File: config.mk
export PLATFORM = sky130hd
export DESIGN_NAME = noise_level_hysteresis_indicator
export DESIGN_NICKNAME = d
export VERILOG_FILES = /design/src/hdl/nlhi_pkg.sv /design/src/hdl/nlhi_cfg.sv /design/src/hdl/nlhi_core.sv /design/src/hdl/nlhi_obuf.sv /design/src/hdl/noise_level_hysteresis_indicator.sv
export SDC_FILE = /design/constraint.sdc
export NUM_CORES = 1
export LEC_CHECK = 0
export BUFFER_PORTS_ARGS = -buffer_cell sky130_fd_sc_hd__buf_2
export CAP_MARGIN = 20
export CORE_MARGIN = 4
export CORE_UTILIZATION = 35
export CTS_BUF_LIST = sky130_fd_sc_hd__clkbuf_16
export DETAILED_ROUTE_END_ITERATION = 7
export SETUP_SLACK_MARGIN = 0.02
export SYNTH_ARGS = -nofsm -noshare
export SYNTH_HDL_FRONTEND = slang
export SYNTH_SLANG_ARGS = --single-unit
File: constraint.sdc
create_clock -name i_clk -period 11.11 [get_ports i_clk]
set_clock_uncertainty 0.05 [all_clocks]
set_input_delay 2.222 -clock i_clk [delete_from_list [all_inputs] [get_ports i_clk]]
set_output_delay 2.222 -clock i_clk [all_outputs]
set_load 0.01 [all_outputs]
File: src/hdl/nlhi_pkg.sv
package nlhi_pkg;

    localparam int unsigned LEVEL_W = 11;
    localparam int unsigned RUN_W   = 4;
    localparam int unsigned ANGLE_W = 8;
    localparam int unsigned CLASS_W = 2;
    localparam int unsigned CFG_IDX_W  = 3;
    localparam int unsigned CFG_DATA_W = 11;

    localparam logic [CLASS_W-1:0] CLS_QUIET  = 2'd0;
    localparam logic [CLASS_W-1:0] CLS_MEDIUM = 2'd1;
    localparam logic [CLASS_W-1:0] CLS_HIGH   = 2'd2;

    localparam logic [ANGLE_W-1:0] ANGLE_QUIET  = 8'd0;
    localparam logic [ANGLE_W-1:0] ANGLE_MEDIUM = 8'd45;
    localparam logic [ANGLE_W-1:0] ANGLE_HIGH   = 8'd90;
    localparam logic [ANGLE_W-1:0] ANGLE_MAX    = 8'd180;

    localparam logic [RUN_W-1:0] RUN_MAX = 4'd15;

    localparam logic [CFG_IDX_W-1:0] CFG_FLOOR          = 3'd0;
    localparam logic [CFG_IDX_W-1:0] CFG_RISE_TO_MEDIUM = 3'd1;
    localparam logic [CFG_IDX_W-1:0] CFG_RISE_TO_HIGH   = 3'd2;
    localparam logic [CFG_IDX_W-1:0] CFG_FALL_TO_QUIET  = 3'd3;
    localparam logic [CFG_IDX_W-1:0] CFG_FALL_TO_MEDIUM = 3'd4;
    localparam logic [CFG_IDX_W-1:0] CFG_CONFIRM_COUNT  = 3'd5;

    localparam logic              MODE_MEASURE = 1'b0;
    localparam logic              MODE_TICK    = 1'b1;

    typedef struct packed {
        logic               mode;
        logic [LEVEL_W-1:0] noise_level;
    } t_in;

    typedef struct packed {
        logic [CLASS_W-1:0] noise_class;
        logic [ANGLE_W-1:0] pointer_angle;
        logic               class_changed;
        logic               at_target;
    } t_out;

    typedef struct packed {
        logic [LEVEL_W-1:0] floor_level;
        logic [LEVEL_W-1:0] rise_to_medium;
        logic [LEVEL_W-1:0] rise_to_high;
        logic [LEVEL_W-1:0] fall_to_quiet;
        logic [LEVEL_W-1:0] fall_to_medium;
        logic [RUN_W-1:0]   confirm_count;
    } t_cfg;

    function automatic logic [ANGLE_W-1:0] target_of(input logic [CLASS_W-1:0] cls);
        logic [ANGLE_W-1:0] tgt;
        case (cls)
            CLS_MEDIUM: tgt = ANGLE_MEDIUM;
            CLS_HIGH:   tgt = ANGLE_HIGH;
            default:    tgt = ANGLE_QUIET;
        endcase
        return tgt;
    endfunction

endpackage

File: src/hdl/nlhi_cfg.sv
module nlhi_cfg
    import nlhi_pkg::*;
(
    input  logic                  i_clk,
    input  logic                  i_rst_n,
    input  logic                  i_cfg_we,
    input  logic [CFG_IDX_W-1:0]  i_cfg_idx,
    input  logic [CFG_DATA_W-1:0] i_cfg_data,
    output t_cfg                  o_cfg
);

    t_cfg r_cfg;

    always_ff @(posedge i_clk) begin
        if (!i_rst_n) begin
            r_cfg.floor_level    <= 11'd0;
            r_cfg.rise_to_medium <= 11'd112;
            r_cfg.rise_to_high   <= 11'd224;
            r_cfg.fall_to_quiet  <= 11'd64;
            r_cfg.fall_to_medium <= 11'd160;
            r_cfg.confirm_count  <= 4'd1;
        end else if (i_cfg_we) begin
            unique case (i_cfg_idx)
                CFG_FLOOR:          r_cfg.floor_level    <= i_cfg_data[LEVEL_W-1:0];
                CFG_RISE_TO_MEDIUM: r_cfg.rise_to_medium <= i_cfg_data[LEVEL_W-1:0];
                CFG_RISE_TO_HIGH:   r_cfg.rise_to_high   <= i_cfg_data[LEVEL_W-1:0];
                CFG_FALL_TO_QUIET:  r_cfg.fall_to_quiet  <= i_cfg_data[LEVEL_W-1:0];
                CFG_FALL_TO_MEDIUM: r_cfg.fall_to_medium <= i_cfg_data[LEVEL_W-1:0];
                CFG_CONFIRM_COUNT:  r_cfg.confirm_count  <= i_cfg_data[RUN_W-1:0];
                default: begin
                end
            endcase
        end
    end

    assign o_cfg = r_cfg;

endmodule

File: src/hdl/nlhi_core.sv
module nlhi_core
    import nlhi_pkg::*;
(
    input  logic i_clk,
    input  logic i_rst_n,
    input  t_cfg i_cfg,
    input  logic i_fire,
    input  t_in  i_in,
    output t_out o_res
);

    logic [CLASS_W-1:0] r_class;
    logic [CLASS_W-1:0] r_pend;
    logic [RUN_W-1:0]   r_run;
    logic [ANGLE_W-1:0] r_angle;

    logic [CLASS_W-1:0] n_class;
    logic [CLASS_W-1:0] n_pend;
    logic [RUN_W-1:0]   n_run;
    logic [ANGLE_W-1:0] n_angle;

    logic [LEVEL_W-1:0] rel;
    logic [CLASS_W-1:0] cand;
    logic [RUN_W-1:0]   run_inc;
    logic [ANGLE_W-1:0] tgt;
    logic [ANGLE_W-1:0] diff;
    logic [ANGLE_W-1:0] step;
    logic               changed;

    always_comb begin
        rel = (i_in.noise_level > i_cfg.floor_level) ?
              i_in.noise_level - i_cfg.floor_level : '0;

        case (r_class)
            CLS_QUIET: begin
                if (rel >= i_cfg.rise_to_high)        cand = CLS_HIGH;
                else if (rel >= i_cfg.rise_to_medium) cand = CLS_MEDIUM;
                else                                  cand = CLS_QUIET;
            end
            CLS_MEDIUM: begin
                if (rel >= i_cfg.rise_to_high)        cand = CLS_HIGH;
                else if (rel <= i_cfg.fall_to_quiet)  cand = CLS_QUIET;
                else                                  cand = CLS_MEDIUM;
            end
            CLS_HIGH: begin
                if (rel <= i_cfg.fall_to_medium) begin
                    if (rel <= i_cfg.fall_to_quiet)   cand = CLS_QUIET;
                    else                              cand = CLS_MEDIUM;
                end else begin
                    cand = CLS_HIGH;
                end
            end
            default: cand = CLS_QUIET;
        endcase

        tgt  = target_of(r_class);
        diff = (r_angle > tgt) ? r_angle - tgt : tgt - r_angle;
        step = (r_angle < tgt) ? r_angle + 8'd1 : r_angle - 8'd1;

        n_class = r_class;
        n_pend  = r_pend;
        n_run   = r_run;
        n_angle = r_angle;
        run_inc = r_run;
        changed = 1'b0;

        if (i_in.mode == MODE_MEASURE) begin
            if (cand == r_class) begin
                n_pend = cand;
                n_run  = '0;
            end else begin
                if (cand == r_pend) begin
                    run_inc = (r_run == RUN_MAX) ? r_run : r_run + 4'd1;
                end else begin
                    n_pend  = cand;
                    run_inc = 4'd1;
                end
                if (run_inc >= i_cfg.confirm_count) begin
                    n_class = cand;
                    n_run   = '0;
                    changed = 1'b1;
                end else begin
                    n_run = run_inc;
                end
            end
        end else begin
            if (diff <= 8'd1) begin
                n_angle = tgt;
            end else if (step > ANGLE_MAX) begin
                n_angle = ANGLE_MAX;
            end else begin
                n_angle = step;
            end
        end

        o_res.noise_class   = n_class;
        o_res.pointer_angle = n_angle;
        o_res.class_changed = changed;
        o_res.at_target     = (n_angle == target_of(n_class));
    end

    always_ff @(posedge i_clk) begin
        if (!i_rst_n) begin
            r_class <= CLS_QUIET;
            r_pend  <= CLS_QUIET;
            r_run   <= '0;
            r_angle <= ANGLE_QUIET;
        end else if (i_fire) begin
            r_class <= n_class;
            r_pend  <= n_pend;
            r_run   <= n_run;
            r_angle <= n_angle;
        end
    end

endmodule

File: src/hdl/nlhi_obuf.sv
module nlhi_obuf
    import nlhi_pkg::*;
(
    input  logic i_clk,
    input  logic i_rst_n,
    input  logic i_fire,
    input  t_out i_res,
    output logic o_ready,
    output logic o_valid,
    input  logic i_ready,
    output t_out o_res
);

    logic r_out_valid;
    logic r_skid_valid;
    t_out r_out;
    t_out r_skid;

    always_ff @(posedge i_clk) begin
        if (!i_rst_n) begin
            r_out_valid  <= 1'b0;
            r_skid_valid <= 1'b0;
        end else if (!r_out_valid || i_ready) begin
            if (r_skid_valid) begin
                r_out_valid  <= 1'b1;
                r_skid_valid <= 1'b0;
            end else begin
                r_out_valid <= i_fire;
            end
        end else if (i_fire) begin
            r_skid_valid <= 1'b1;
        end
    end

    always_ff @(posedge i_clk) begin
        if (!r_out_valid || i_ready) begin
            r_out <= r_skid_valid ? r_skid : i_res;
        end else if (i_fire) begin
            r_skid <= i_res;
        end
    end

    assign o_ready = !r_skid_valid;
    assign o_valid = r_out_valid;
    assign o_res   = r_out;

endmodule

File: src/hdl/noise_level_hysteresis_indicator.sv
// A result transaction is registered in the output buffer before it is offered.
// Throughput: one transaction per cycle while not back-pressured; the class and
// pointer update is a single combinational pass into state and result registers.
// A two-entry output buffer keeps input accepted while one result waits.
// Reset is synchronous and active low; it restores the default thresholds,
// quiet class, zero pointer angle and empty output buffer.
module noise_level_hysteresis_indicator
    import nlhi_pkg::*;
(
    input  logic                  i_clk,
    input  logic                  i_rst_n,
    input  logic                  i_cfg_we,
    input  logic [CFG_IDX_W-1:0]  i_cfg_idx,
    input  logic [CFG_DATA_W-1:0] i_cfg_data,
    input  logic                  i_in_valid,
    output logic                  o_in_ready,
    input  t_in                   i_in,
    output logic                  o_out_valid,
    input  logic                  i_out_ready,
    output t_out                  o_out
);

    t_cfg cfg;
    t_out res;
    logic in_fire;

    assign in_fire = i_in_valid && o_in_ready;

    nlhi_cfg u_cfg (
        .i_clk      (i_clk),
        .i_rst_n    (i_rst_n),
        .i_cfg_we   (i_cfg_we),
        .i_cfg_idx  (i_cfg_idx),
        .i_cfg_data (i_cfg_data),
        .o_cfg      (cfg)
    );

    nlhi_core u_core (
        .i_clk   (i_clk),
        .i_rst_n (i_rst_n),
        .i_cfg   (cfg),
        .i_fire  (in_fire),
        .i_in    (i_in),
        .o_res   (res)
    );

    nlhi_obuf u_obuf (
        .i_clk   (i_clk),
        .i_rst_n (i_rst_n),
        .i_fire  (in_fire),
        .i_res   (res),
        .o_ready (o_in_ready),
        .o_valid (o_out_valid),
        .i_ready (i_out_ready),
        .o_res   (o_out)
    );

endmodule

== Word-level counts from Yosys, hierarchy flattened ==
Cells that the tools add are included.
Operators by class
  add/sub/neg operators: 6
  magnitude comparators: 10
  equal/unequal tests: 14
  multiplexer cells: 30
  bitwise gates (word level): 3
  reductions and logical operators: 16
Operators with widths (number)
  $mux W8: 5
  $pmux W7 S2: 2
  $mux W4: 6
  $ge A11 B11 Y1: 2
  $le A11 B11 Y1: 2
  $mux W2: 8
  $reduce_and A2 Y1: 8
  $mux W12: 1
  $gt A11 B11 Y1: 1
  $mux W11: 1
  $sub A11 B11 Y11: 1
  $add A8 B1 Y8 const B: 1
  $eq A8 B7 Y1: 1
  $gt A8 B7 Y1: 1
  $gt A8 B8 Y1 const B: 1
  $le A8 B1 Y1 const B: 1
  $lt A8 B7 Y1: 1
  $sub A7 B8 Y8: 1
  $sub A8 B1 Y8 const B: 1
  $sub A8 B7 Y8: 1
  $eq A3 B2 Y1 const B: 2
  $eq A3 B3 Y1 const B: 2
  $mux W1: 6
  $pmux W2 S3: 1
  other kinds (16): 22
Storage, ports and cells
  register bits after elaboration: 101
  bits of input ports: 31
  output and inout bits: 14
  logic and storage cells: 99

== Logic depth before layout (Yosys ltp) ==
Gate-level depths: netlist of run 1.
  depth in word-level cells: 18
  mapped depth: 39
  gate-level depth less buffers: 39

== Modules after synthesis ==
A second synthesis of run 1 with hierarchy kept.
Second synthesis, totals
  cell total of the unflattened synthesis: 765
  area, all modules: 7016.7 um2
By module, submodules not included
  nlhi_core: instances 1, cells each 504, area an instance 3836.2 um2, sequential area each 320.3 um2
  nlhi_cfg: instances 1, cells each 214, area an instance 2223.4 um2, sequential area each 1181.1 um2
  nlhi_obuf: instances 1, cells each 46, area an instance 950.9 um2, sequential area each 760.7 um2
  noise_level_hysteresis_indicator: instances 1, cells each 1, area an instance 6.3 um2, sequential area each 0.0 um2

== Worst setup path after synthesis of run 1 ==
No wires, ideal clock.
  path kind: input port to flip-flop
  start point: in i_in[0] in the netlist's numbering
  end point: reg u_obuf.r_out, in the netlist u_obuf.o_res[0] (data pin)
  library setup time: 0.130 ns
  arrival time: 8.992 ns
  data required time: 10.930 ns
  path slack: 1.938 ns
  stages: 39
  path buffers: 0
  cell sequence: inv_1 > ha_1 > inv_1 > fa_1 > a21o_1 > a21oi_1 > o21ai_0 > a21oi_1 > o21bai_1 > a21oi_1 > o21bai_1 > a21oi_1 > xor2_1 > nor2_1 > ha_1 > nand2_1 > o21ai_1 > or3_1 > [3 not listed] > o311a_1 > o22ai_1 > xnor2_1 > nand2_1 > nor2_1 > ha_1 > nand2b_1 > a21o_1 > a21o_1 > a21oi_1 > nor2_1 > mux2i_1 > inv_1 > ha_1 > nor4_1 > a41oi_1 > nor4_4 > mux2_2
RTL lines
  start: declaration: line noise_level_hysteresis_indicator.sv:17  | input t_in i_in,
  end signal: assignment: line nlhi_obuf.sv:37  | r_out <= r_skid_valid ? r_skid : i_res;
  end: declaration: line nlhi_obuf.sv:16  | t_out r_out;

==> results of run 1 <==
## per-stage QoR
stage	hold slack, ps	worst slack (ps)
after global routing	443	721
after global placement	402	1220
after CTS	420	1400
after detailed placement	410	1080
after floorplan	393	1940
final	416	1400
## final timing paths
path / endpoint / slack (ps) / cells after the start
setup reg to reg: u_obuf.o_res[0] / 3070 / 38
setup / recovery: u_obuf.o_res[0] / 1400 / 40
hold reg to reg: u_cfg.o_cfg[6] / 420 / 2
hold / removal: u_cfg.o_cfg[6] / 420 / 2
## sequential cells by signal, summed over array words and instances, names as in the netlist
name / cells
u_core.r_angle: 8
u_core.r_class: 2
u_obuf.r_skid_valid: 1
u_core.r_run: 4
u_core.r_pend: 2
u_obuf.r_skid: 12
u_obuf.o_valid: 1
u_obuf.o_res: 12
u_cfg.o_cfg: 59
## layer usage
layer / vias up / wire (microns)
li1: 3086 / -
met1: 2863 / 8660
met2: 77 / 8020
met3: 23 / 467
met4: 0 / 317
met5: - / 0
## power by group
part / switching (uW) / total (uW) / internal [uW] / leakage (uW)
clock network: 143 / 339 / 196 / 0.000153
registers: 25.6 / 461 / 436 / 0.000868
logic: 494 / 839 / 345 / 0.00224
## cell type report
type                    instances  area, sq um  share of cell area
clock buffers                   9          225              0.0282
repair buffers                 48          250              0.0314
inverters                      86          323              0.0404
clock inverters                 7         90.1              0.0113
well taps                     270          338              0.0423
multi-input cells             651         4490               0.563
flip-flops and latches        101         2260               0.283
## cell families (layout without fill, tap and decap cells)
logic type / after synthesis / in the layout / synth area share
XOR/XNOR: 21 / 21 / 0.0256
flip-flops: 101 / 101 / 0.315
adder cells (fa/ha/maj): 90 / 90 / 0.161
AO/OA/AOI/OAI: 213 / 213 / 0.210
AND/OR/NAND/NOR: 308 / 308 / 0.201
multiplexers: 19 / 19 / 0.0282
buffers and inverters: 111 / 150 / 0.0589
## worst max-delay path: cells and delay by family
kind	cells	cell delay (ps)
AO/OA/AOI/OAI	17	3250
AND/OR/NAND/NOR	10	2010
buffers and inverters	4	300
XOR/XNOR	2	250
adder cells (fa/ha/maj)	5	1340
multiplexers	2	520
## placed cells by master, fill, tap and decap left out, types with 5 or more instances in the layout
cell / count
or3_1: 7
a21o_1: 16
nand2_1: 165
clkbuf_16: 9
o211ai_1: 14
a211oi_1: 7
inv_1: 86
o31ai_1: 5
o2111ai_1: 7
xnor2_1: 15
mux2i_1: 9
o21a_1: 7
a21boi_0: 52
nor2_1: 43
o21ai_0: 23
nand3_1: 10
edfxtp_1: 24
dfxtp_1: 77
nand2b_1: 9
and2_1: 6
a211o_1: 5
ha_1: 86
nor2b_1: 14
buf_2: 44
mux2_2: 9
xor2_1: 6
a21oi_1: 42
nand4_1: 14
o211a_1: 5
nor3_1: 15
==> key figures, run 1 <==
Global routing
  – Overall Global Routing Usage: 0.160
  – Initial antenna violation count: 0
  – Met1 Track Usage GR: 0.218
  – Met3 global-route usage: 0.0251
  – GR Util met2: 0.261
  – Vias in the first global route: 5963
  – Pin count of the biggest net entering global routing: between 70 and 80
  – Gr busiest metal: met2
  – First-pass GRT wire length: around 30 mm
  – Congestion Overflow GR: 0

Placed design
  – Cells after DPL: 1155
  – DP HPWL: 13.3 mm
  – Port bufs: 44
  – RePlAce Congestion: 0.844
  – Dpl cell area: 7660 sq um

Timing
  – Slew @ Worst Pin: 1030 ps
  – Unrepaired setup endpoints after global routing: no
  – # setup viols final: 0
  – Fin Setup TNS: 0 ps
  – Fmax: 103 MHz
  – Final cycle utilization of the critical path: 0.874
  – Rel. slew slack: 0.314
  – Final Slew Violations: 0
  – Min Tclk post-route: 9710 ps
  – Final hold violations: 0

Route
  – Post-route ant nets: 0
  – Routed Wire Length: 17.5 mm
  – Initial DRC count: roughly 370
  – TritonRoute pass-1 iters: 4
  – Vias: 6049
  – WL per Instance: between 10 and 15 microns
  – # DRC: 0
  – DR vias/cell: 5.16

Critical path
  – Critical Path Start Type: input pin
  – Crit-path max FO: 9
  – Max stage delay on crit path: around 480 ps
  – Setup CP Type: input pin to register
  – Critical path origin: i_in[0]
  – CP required: 11290 ps
  – Slowest-stage cell, CP: o41ai_1
  – Critical Path End Type: register
  – Crit Reg-Reg Startpoint: u_cfg.o_cfg[48]
  – Most common cell on crit path: a21oi_1
  – Arrival time worst endpoint: 9890 ps

Pwr
  – Total power: around 1600 uW
  – Power Density: 205 nW/um^2
  – Maximum vdd drop: 0.0000866 V
  – Leak Pwr: ~0.0033 uW

Synthesis
  – Synthesis Warnings: 0
  – Avg Inst Size Synth: 8.32 sq um
  – Synth top area cells: dfxtp_1 21%, ha_1 15%, edfxtp_1 10%, nand2_1 8.6%, a21boi_0 5.4%
  – Synth Flop Type: dfxtp_1
  – Synth top area share: 0.215
  – Number of flops mapped to enable cells by yosys: 24
  – Post-synth ARST share: 0
  – Most frequent cell after synthesis: nand2_1
  – Post-synth top area cell: dfxtp_1
  – Register bit total from synthesis: 101
  – Syn Inst Count: 863
  – Synthesized cell area: between 7000 and 8000 sq um
  – Yosys cell types: 62
  – Post-synthesis sequential area ratio: 0.315
  – Post-synth net total: 984
  – Synth top cells by count: 165 x nand2_1, 86 x ha_1, 86 x inv_1

Die
  – Initial core utilization: 0.355
  – Std-Cell Rows: 52
  – Core footprint: roughly 20000 sq um
  – I/O pin count: 45
  – Die width: around 150 microns
  – Die height: 151 microns
  – Die Area: 22900 sq um

Clocking
  – Setup bufs post-CTS: 0
  – Post-cts sizing count: 0
  – Clock Latency Late Sink: 360 ps
  – Post-CTS Hold Fix Bufs: 0
  – CTS buffer count: 9
  – CTS Buffer Depth: 2
  – H-tree levels: 3
  – Clk pin slew, worst setup/hold paths: approximately 70 ps
  – Sink Count: about 100
  – CTS root buf: clkbuf_16
  – CTS tree: yes

Hold path
  – Hold Crit Class: register to register
  – Startpoint of the worst hold path: u_cfg.o_cfg[6]

Layout
  – Filler cell count: 2090
  – Layout cells sized above 1: 0.0931
  – Final std cells w/o fill: between 1000 and 1500
  – Util after Layout: 0.394
  – Post-Layout Inst Area: 7980 sq um
  – Layout area overhead: 11.2%
  – # diodes: 0
  – Final nets: 1018

Status
  – Run status: completed

Flow run
  – Max Cap Viol: 0
No activity file was read; power rests on OpenSTA's default activity.
==> run 2, diff against run 1 <==
- ABC_AREA: unset -> 1
==> run 2 against run 1 <==
Design area down 1.2%. Clock-buffer cell count unchanged. Routed wire length down 4.4%. Sequential power down 3%. Hold slack worse by 8.5 ps. Combinational power down 21%. Worst setup slack better by 1700 ps. Via count up 0.79%. Utilization up 0.53 points. Register-to-register slack better by 1700 ps. Largest power group unchanged. Highest routed layer unchanged.
==> key figures, run 2 <==
Hold path
  – Hold Crit Class: register to register
  – Hold Path Depth: 2 (unchanged)

Flow run
  – Max Cap Viol: 0 (unchanged)

Critical path
  – Slowest-stage cell, CP: o21ai_0
  – Critical Path Start Type: input pin
  – CP required: 11180 ps (-110 ps)
  – Crit-path max FO: 5 (-4)
  – Arrival time worst endpoint: 8080 ps (-1810 ps)
  – Max stage delay on crit path: 410 ps (-70 ps)
  – Most common cell on crit path: inv_1
  – Setup CP Type: input pin to register
  – Worst-case reg-to-reg path depth: 40 (+5.3%)
  – Critical Path End Type: register

Status
  – Run status: completed

Timing
  – Final hold violations: 0 (unchanged)
  – Min Tclk post-route: 8000 ps (-1710 ps)
  – Final Slew Violations: 0 (unchanged)
  – Fin Setup TNS: 0 ps (unchanged)
  – Final cycle utilization of the critical path: 0.720 (-0.154)
  – Slew @ Worst Pin: 970 ps (-56.0 ps)
  – # setup viols final: 0 (unchanged)
  – Fmax: 125 MHz (+21%)
  – Post-route setup slack: 3110 ps (+1710 ps)
  – Unrepaired setup endpoints after global routing: no
  – Rel. slew slack: 0.351 (+0.0375)

Route
  – TritonRoute pass-1 iters: 5 (+1)
  – Post-route ant nets: 0 (unchanged)
  – Vias: 6097 (+0.79%)
  – # DRC: 0 (unchanged)
  – Initial DRC count: 416 (+12%)
  – Routed Wire Length: 16.7 mm (-4.4%)
  – DR vias/cell: 4.76 (-7.8%)
  – WL per Instance: 13.0 microns (-12%)

Global routing
  – Vias in the first global route: 5470 (-8.3%)
  – Overall Global Routing Usage: 0.155 (-0.00547)
  – Pin count of the biggest net entering global routing: 69 (-9.2%)
  – First-pass GRT wire length: 27.8 mm (-5.9%)
  – Initial antenna violation count: 0 (unchanged)
  – Congestion Overflow GR: 0 (unchanged)

Placed design
  – Setup Slack @ Placement: 2760 ps (+1690 ps)
  – RePlAce Congestion: 0.840 (-0.51%)
  – Port bufs: 44 (unchanged)
  – Dpl cell area: 7580 sq um (-1.1%)
  – DP HPWL: 13.0 mm (-2.2%)

Layout
  – Filler cell count: 2072 (-0.86%)
  – Post-Layout Inst Area: 7880 sq um (-1.2%)
  – Most frequent cells in the layout: 167 x nand2_1, 160 x inv_1, 96 x a21oi_1, 87 x nor2_1
  – Layout cells sized above 1: 0.102 (+0.00924)
  – # diodes: 0 (unchanged)
  – Final nets: 1132 (+11%)
  – Most common cell after layout, fill and taps aside: nand2_1
  – Max reg flops: 59 (unchanged)
  – Layout area overhead: 10.9%

Synthesis
  – Synth top cells by count: 167 x nand2_1, 160 x inv_1, 96 x a21oi_1
  – Syn Inst Count: 974 (+13%)
  – Synthesis Warnings: 0 (unchanged)
  – Avg Inst Size Synth: 7.30 sq um (-12%)
  – Number of flops mapped to enable cells by yosys: 24 (unchanged)
  – Post-synth net total: 1095 (+11%)
  – Post-synthesis sequential area ratio: 0.318 (+0.00316)
  – Most frequent cell after synthesis: nand2_1
  – Synthesized cell area: 7110 sq um (-0.99%)
  – Post-synth top area cell: dfxtp_1
  – Synth top area share: 0.217 (+0.00216)
  – Post-synth ARST share: 0 (unchanged)
  – Yosys cell types: 42 (-32%)
  – Synth top area cells: dfxtp_1 22%, ha_1 15%, edfxtp_1 10%, nand2_1 8.8%, inv_1 8.5%
  – Register bit total from synthesis: 101 (unchanged)
  – Synth Flop Type: dfxtp_1

Clocking
  – CTS Buffer Depth: 2 (unchanged)
  – CTS buffer count: 9 (unchanged)
  – Post-CTS Hold Fix Bufs: 0 (unchanged)
  – CTS root buf: clkbuf_16
  – Clock Latency Late Sink: 360 ps (about the same)
  – CTS tree: yes
  – H-tree levels: 3 (unchanged)
  – Post-cts sizing count: 0 (unchanged)
  – Clk pin slew, worst setup/hold paths: 80 ps (about the same)
  – Setup bufs post-CTS: 0 (unchanged)
  – Sink Count: 101 (unchanged)

Die
  – Die width: 150 microns (-0.47%)
  – Std-Cell Rows: 51 (-1.9%)
  – Core footprint: 19700 sq um (-2.6%)
  – Initial core utilization: 0.360 (+0.00568)
  – Die height: 150 microns (-0.47%)
  – Die Area: 22600 sq um (-0.94%)
  – I/O pin count: 45 (unchanged)

Pwr
  – Sequential power share: 0.309 (+0.028)
  – Power Density: 183 nW/um^2 (-11%)
  – Total power: 1440 uW (-12%)
  – Gate power share: 0.461 (-0.051)
  – Sw Ratio: 0.415 (+0.0108)
  – Maximum vdd drop: 0.0000846 V (-2.4%)
  – Internal: 842 uW (-14%)
  – Leak Pwr: 0.00371 uW (+14%)
  – P_sw: 598 uW (-9.8%)
  – Clock power share: 0.230 (+0.023)
-- run 2: changes by cell type after synthesis, sizes merged, moves of 10 or more --
| cell | previous run | this run |
|---|---|---|
| a21boi | 52 | 1 |
| a21o | 16 | 0 |
| nor2b | 14 | 0 |
| xnor2 | 15 | 5 |
| inv | 86 | 166 |
| nor2 | 43 | 90 |
| nand2 | 165 | 184 |
| o21ai | 26 | 92 |
| xor2 | 6 | 16 |
| a21oi | 43 | 99 |
| nand3 | 10 | 39 |
-- run 2: per-layer routing --
metal / vias up / global-route usage / share of wire
met5: - / 0 / 0
met4: 0 / 0.0274 / 0.0082
met3: 10 / 0.0331 / 0.043
met2: 98 / 0.253 / 0.45
met1: 2726 / 0.213 / 0.50
li1: 3263 / - / -
-- run 2: per-stage QoR --
step / hold slack, ps / util / cells
floorplan: 383 / - / 974
global placement: 398 / 0.384 / 1265
detailed placement: 403 / 0.384 / 1265
CTS: 413 / 0.400 / 1281
global route: 431 / 0.400 / 1281
finish: 407 / 0.400 / 1281
-- run 2: logic make-up after synthesis --
family | Yosys count | synth area share
XOR/XNOR | 21 | 0.0259
adder cells (fa/ha/maj) | 90 | 0.163
multiplexers | 1 | 0.00158
buffers and inverters | 190 | 0.104
AO/OA/AOI/OAI | 224 | 0.174
flip-flops | 101 | 0.318
AND/OR/NAND/NOR | 347 | 0.214
-- run 2: critical path, delay by kind of cell --
family | cells | cell delay [ps]
buffers and inverters | 8 | 510
adder cells (fa/ha/maj) | 5 | 1430
AND/OR/NAND/NOR | 18 | 1710
AO/OA/AOI/OAI | 11 | 2170
-- run 2: cell type report --
class / count / area (sq um) / share of cell area
clock inverters: 7 / 81.3 / 0.0103
flip-flops and latches: 101 / 2260 / 0.287
inverters: 169 / 634 / 0.0805
multi-input cells: 683 / 4110 / 0.521
well taps: 265 / 332 / 0.0421
repair buffers: 47 / 243 / 0.0308
clock buffers: 9 / 225 / 0.0286
-- run 2: path summary, 6_finish.rpt --
kind / from / to / slack [ps]
max reg2reg: u_cfg.o_cfg[48] / u_obuf.r_skid[0] / 4770
max: i_in[0] / u_obuf.r_skid[0] / 3110
min reg2reg: u_cfg.o_cfg[55] / u_cfg.o_cfg[55] / 410
min: u_cfg.o_cfg[55] / u_cfg.o_cfg[55] / 410
-- run 2: power groups by stage --
stage          registers, uW  logic [uW]  clock network, uW
2_1_floorplan            459         502                  0
3_3_place_gp             453         660                  0
3_5_place_dp             453         664                  0
4_1_cts                  445         669                342
5_1_grt                  448         762                358
6_report                 445         664                331
==> run 3, diff against run 2 <==
- ABC_AREA: 1 -> 0
- clock period: 11.11 -> 7.45 ns (I/O delays scaled with it)
==> run 3 against run 2 <==
The flow now finishes with violations (setup timing). Via count grew 2.6%. First-iteration DRC count grew 4.8%. Utilization grew 4.0 points. Final cell count shrank 2.7%. Clock power increased by 53%. Critical path depth fell by 3. Routed wire length rose by 12%. Flip-flop and latch count is the same. Die area is 0.95% higher. Clock-buffer cell count is the same.
==> key figures, run 3 (synthesis gave the netlist of run 1 again) <==
Status
  – Run status: complete, but fails checks
  – Failing checks: setup timing

Critical path
  – CP required: 7510 ps (-3670 ps)
  – Crit Reg-Reg Startpoint: u_cfg.o_cfg[48]
  – Slowest-stage cell, CP: or3_4
  – Crit-path max FO: 4 (-1)
  – Delay-heaviest family, CP: compound AO/OA/AOI/OAI gates
  – FF-to-FF End: u_obuf.o_res[0]
  – Critical Path End Type: register
  – CP bufs+invs: 5 (-3)
  – Max stage delay on crit path: 370 ps (-40 ps)
  – Setup slack, reg-to-reg: 720 ps (-4050 ps)
  – Critical Path Start Type: input pin
  – Most common cell on crit path: a21oi_2
  – Worst-case reg-to-reg path depth: 37 (-7.5%)
  – Setup CP Type: input pin to register
  – Arrival time worst endpoint: 7670 ps (-410 ps)

Die
  – Core footprint: 20200 sq um (+2.6%)
  – Die Area: 22900 sq um (+0.95%)
  – Std-Cell Rows: 52 (+2.0%)
  – Die width: 151 microns (+0.48%)
  – Initial core utilization: 0.355 (-0.00568)
  – I/O pin count: 45 (unchanged)
  – Die height: 151 microns (+0.48%)

Timing
  – Final cycle utilization of the critical path: 1.02
  – Slew @ Worst Pin: 953 ps (-17.2 ps)
  – Min Tclk post-route: roughly 7600 ps
  – Rel. slew slack: 0.363 (+0.0115)
  – Final hold violations: 0 (unchanged)
  – Post-route setup slack: -165 ps (-3270 ps)
  – # setup viols final: 3 (+3)
  – Final Slew Violations: 0 (unchanged)
  – Fmax: 131 MHz
  – Unrepaired setup endpoints after global routing: yes

Layout
  – Most frequent cells in the layout: 162 x nand2_1, 83 x inv_1, 81 x ha_1, 77 x dfxtp_1, 72 x buf_4
  – Max reg flops: 59 (unchanged)
  – Layout cells sized above 1: 0.206 (+0.103)
  – Post-Layout Inst Area: 8890 sq um (+13%)
  – Util after Layout: 0.439 (+0.0396)
  – Final nets: 1093 (-3.4%)
  – # diodes: 0 (unchanged)
  – Final std cells w/o fill: 1247 (-2.7%)
  – Most common cell after layout, fill and taps aside: nand2_1
  – Layout area overhead: 23.8%

Pwr
  – Maximum vdd drop: 0.000149 V (+77%)
  – Power Density: 302 nW/um^2 (+65%)
  – Leak Pwr: 0.00368 uW (-0.74%)
  – Sw Ratio: 0.404 (-0.0110)
  – Gate power share: 0.555 (+0.094)
  – Total power: 2680 uW (+86%)
  – Clock power share: 0.189 (-0.041)
  – Sequential power share: 0.256 (-0.053)
  – P_sw: 1080 uW (+82%)
  – Internal: 1600 uW (+90%)

Placed design
  – RePlAce Congestion: 0.900 (+7.1%)
  – Port bufs: 44 (unchanged)
  – Setup Slack @ Placement: -685 ps (-3450 ps)
  – DP HPWL: 14.1 mm (+8.0%)
  – Dpl cell area: 8190 sq um (+8.2%)
  – Cells after DPL: 1214 (-4.0%)

Route
  – Vias: 6256 (+2.6%)
  – WL per Instance: 15.0 microns (+15%)
  – Initial DRC count: 436 (+4.8%)
  – TritonRoute pass-1 iters: 4 (-1)
  – DR vias/cell: 5.02 (+5.4%)
  – Routed Wire Length: 18.7 mm (+12%)
  – # DRC: 0 (unchanged)
  – Post-route ant nets: 0 (unchanged)

Clocking
  – CTS root buf: clkbuf_16
  – Clock Latency Late Sink: 350 ps (about the same)
  – CTS tree: yes
  – CTS Buffer Depth: 2 (unchanged)
  – Clk pin slew, worst setup/hold paths: 70 ps (about the same)
  – H-tree levels: 3 (unchanged)
  – Post-CTS Hold Fix Bufs: 0 (unchanged)
  – CTS buffer count: 9 (unchanged)
  – Sink Count: 101 (unchanged)

Global routing
  – Vias in the first global route: 6201 (+13%)
  – Met3 global-route usage: 0.0239 (-0.00917)
  – Pin count of the biggest net entering global routing: 76 (+10%)
  – Initial antenna violation count: 0 (unchanged)
  – Gr busiest metal: met2
  – Met1 Track Usage GR: 0.233 (+0.0197)
  – Congestion Overflow GR: 0 (unchanged)
  – GR Util met2: 0.274 (+0.0215)
  – First-pass GRT wire length: 31.0 mm (+12%)
  – Overall Global Routing Usage: 0.169 (+0.0144)

Flow run
  – Max Cap Viol: 0 (unchanged)

Hold path
  – Min-Delay Endpoint: u_cfg.o_cfg[55]
  – Hold Crit Class: register to register
  – Hold Path Depth: 2 (unchanged)
  – Startpoint of the worst hold path: u_cfg.o_cfg[55]
## run 3: cell types whose count changed in the layout (fill, tap and decap cells not counted), moves of 10 or more
cell,before,now
xor2_1,16,6
o21ai_0,86,21
nor2b_1,0,14
nor2_1,87,39
inv_1,160,83
a21oi_1,96,36
nand3_1,37,10
buf_4,3,72
a21o_1,0,16
nand2_2,16,3
a21boi_0,0,52
## run 3: cell type report
type,instances,area [sq um]
Inverter,86,335
Fill cell,1973,11300
Tap cell,270,338
Clock buffer,9,225
Multi-Input combinational cell,651,4790
Sequential cell,101,2260
Timing Repair Buffer,123,850
Clock inverter,7,92.6
## run 3: layer usage
layer	vias up	part of all wire
met2	71	0.46
li1	3241	-
met5	-	0
met1	2921	0.49
met3	23	0.031
met4	0	0.018
## run 3: worst register-to-register path, delay by kind of cell (launching register included)
kind | cells | cell delay [ps]
AO/OA/AOI/OAI | 16 | 2640
AND/OR/NAND/NOR | 9 | 1190
adder cells (fa/ha/maj) | 5 | 1140
multiplexers | 2 | 460
flip-flops | 1 | 380
buffers and inverters | 3 | 330
XOR/XNOR | 2 | 280
## run 3: repair_timing
action | 4_1_cts | 5_1_grt
setup endpoints to repair | 2 | 11
pin swaps | 6 | 19
resized for setup | 22 | 24
setup buffers | 17 | 7
## run 3: how the worst max path moves through the flow
stage	to	depth (start not counted)	slack, ps	startpoint
after floorplan	u_obuf.o_res[0]	39	-270	i_in[0]
after detailed placement	u_obuf.o_res[0]	39	-690	i_in[0]
after CTS	u_obuf.o_res[0]	40	-110	i_in[0]
final	u_obuf.o_res[0]	39	-170	i_in[0]
after global routing	u_obuf.o_res[0]	40	-570	i_in[0]
after global placement	u_obuf.o_res[0]	39	-500	i_in[0]
## run 3: metrics by stage
stage	hold slack (ps)	setup TNS, ps
finish	415	-323
global route	434	-1670
CTS	419	-107
detailed placement	409	-1470
global placement	402	-931
floorplan	393	-361
## run 3: power groups by stage
stage                     clock (uW)  sequential, uW  combinational [uW]
after floorplan                    0             707                 971
after global placement             0             698                1340
after detailed placement           0             699                1350
after CTS                        517             686                1430
after global routing             540             693                1660
final                            508             687                1490
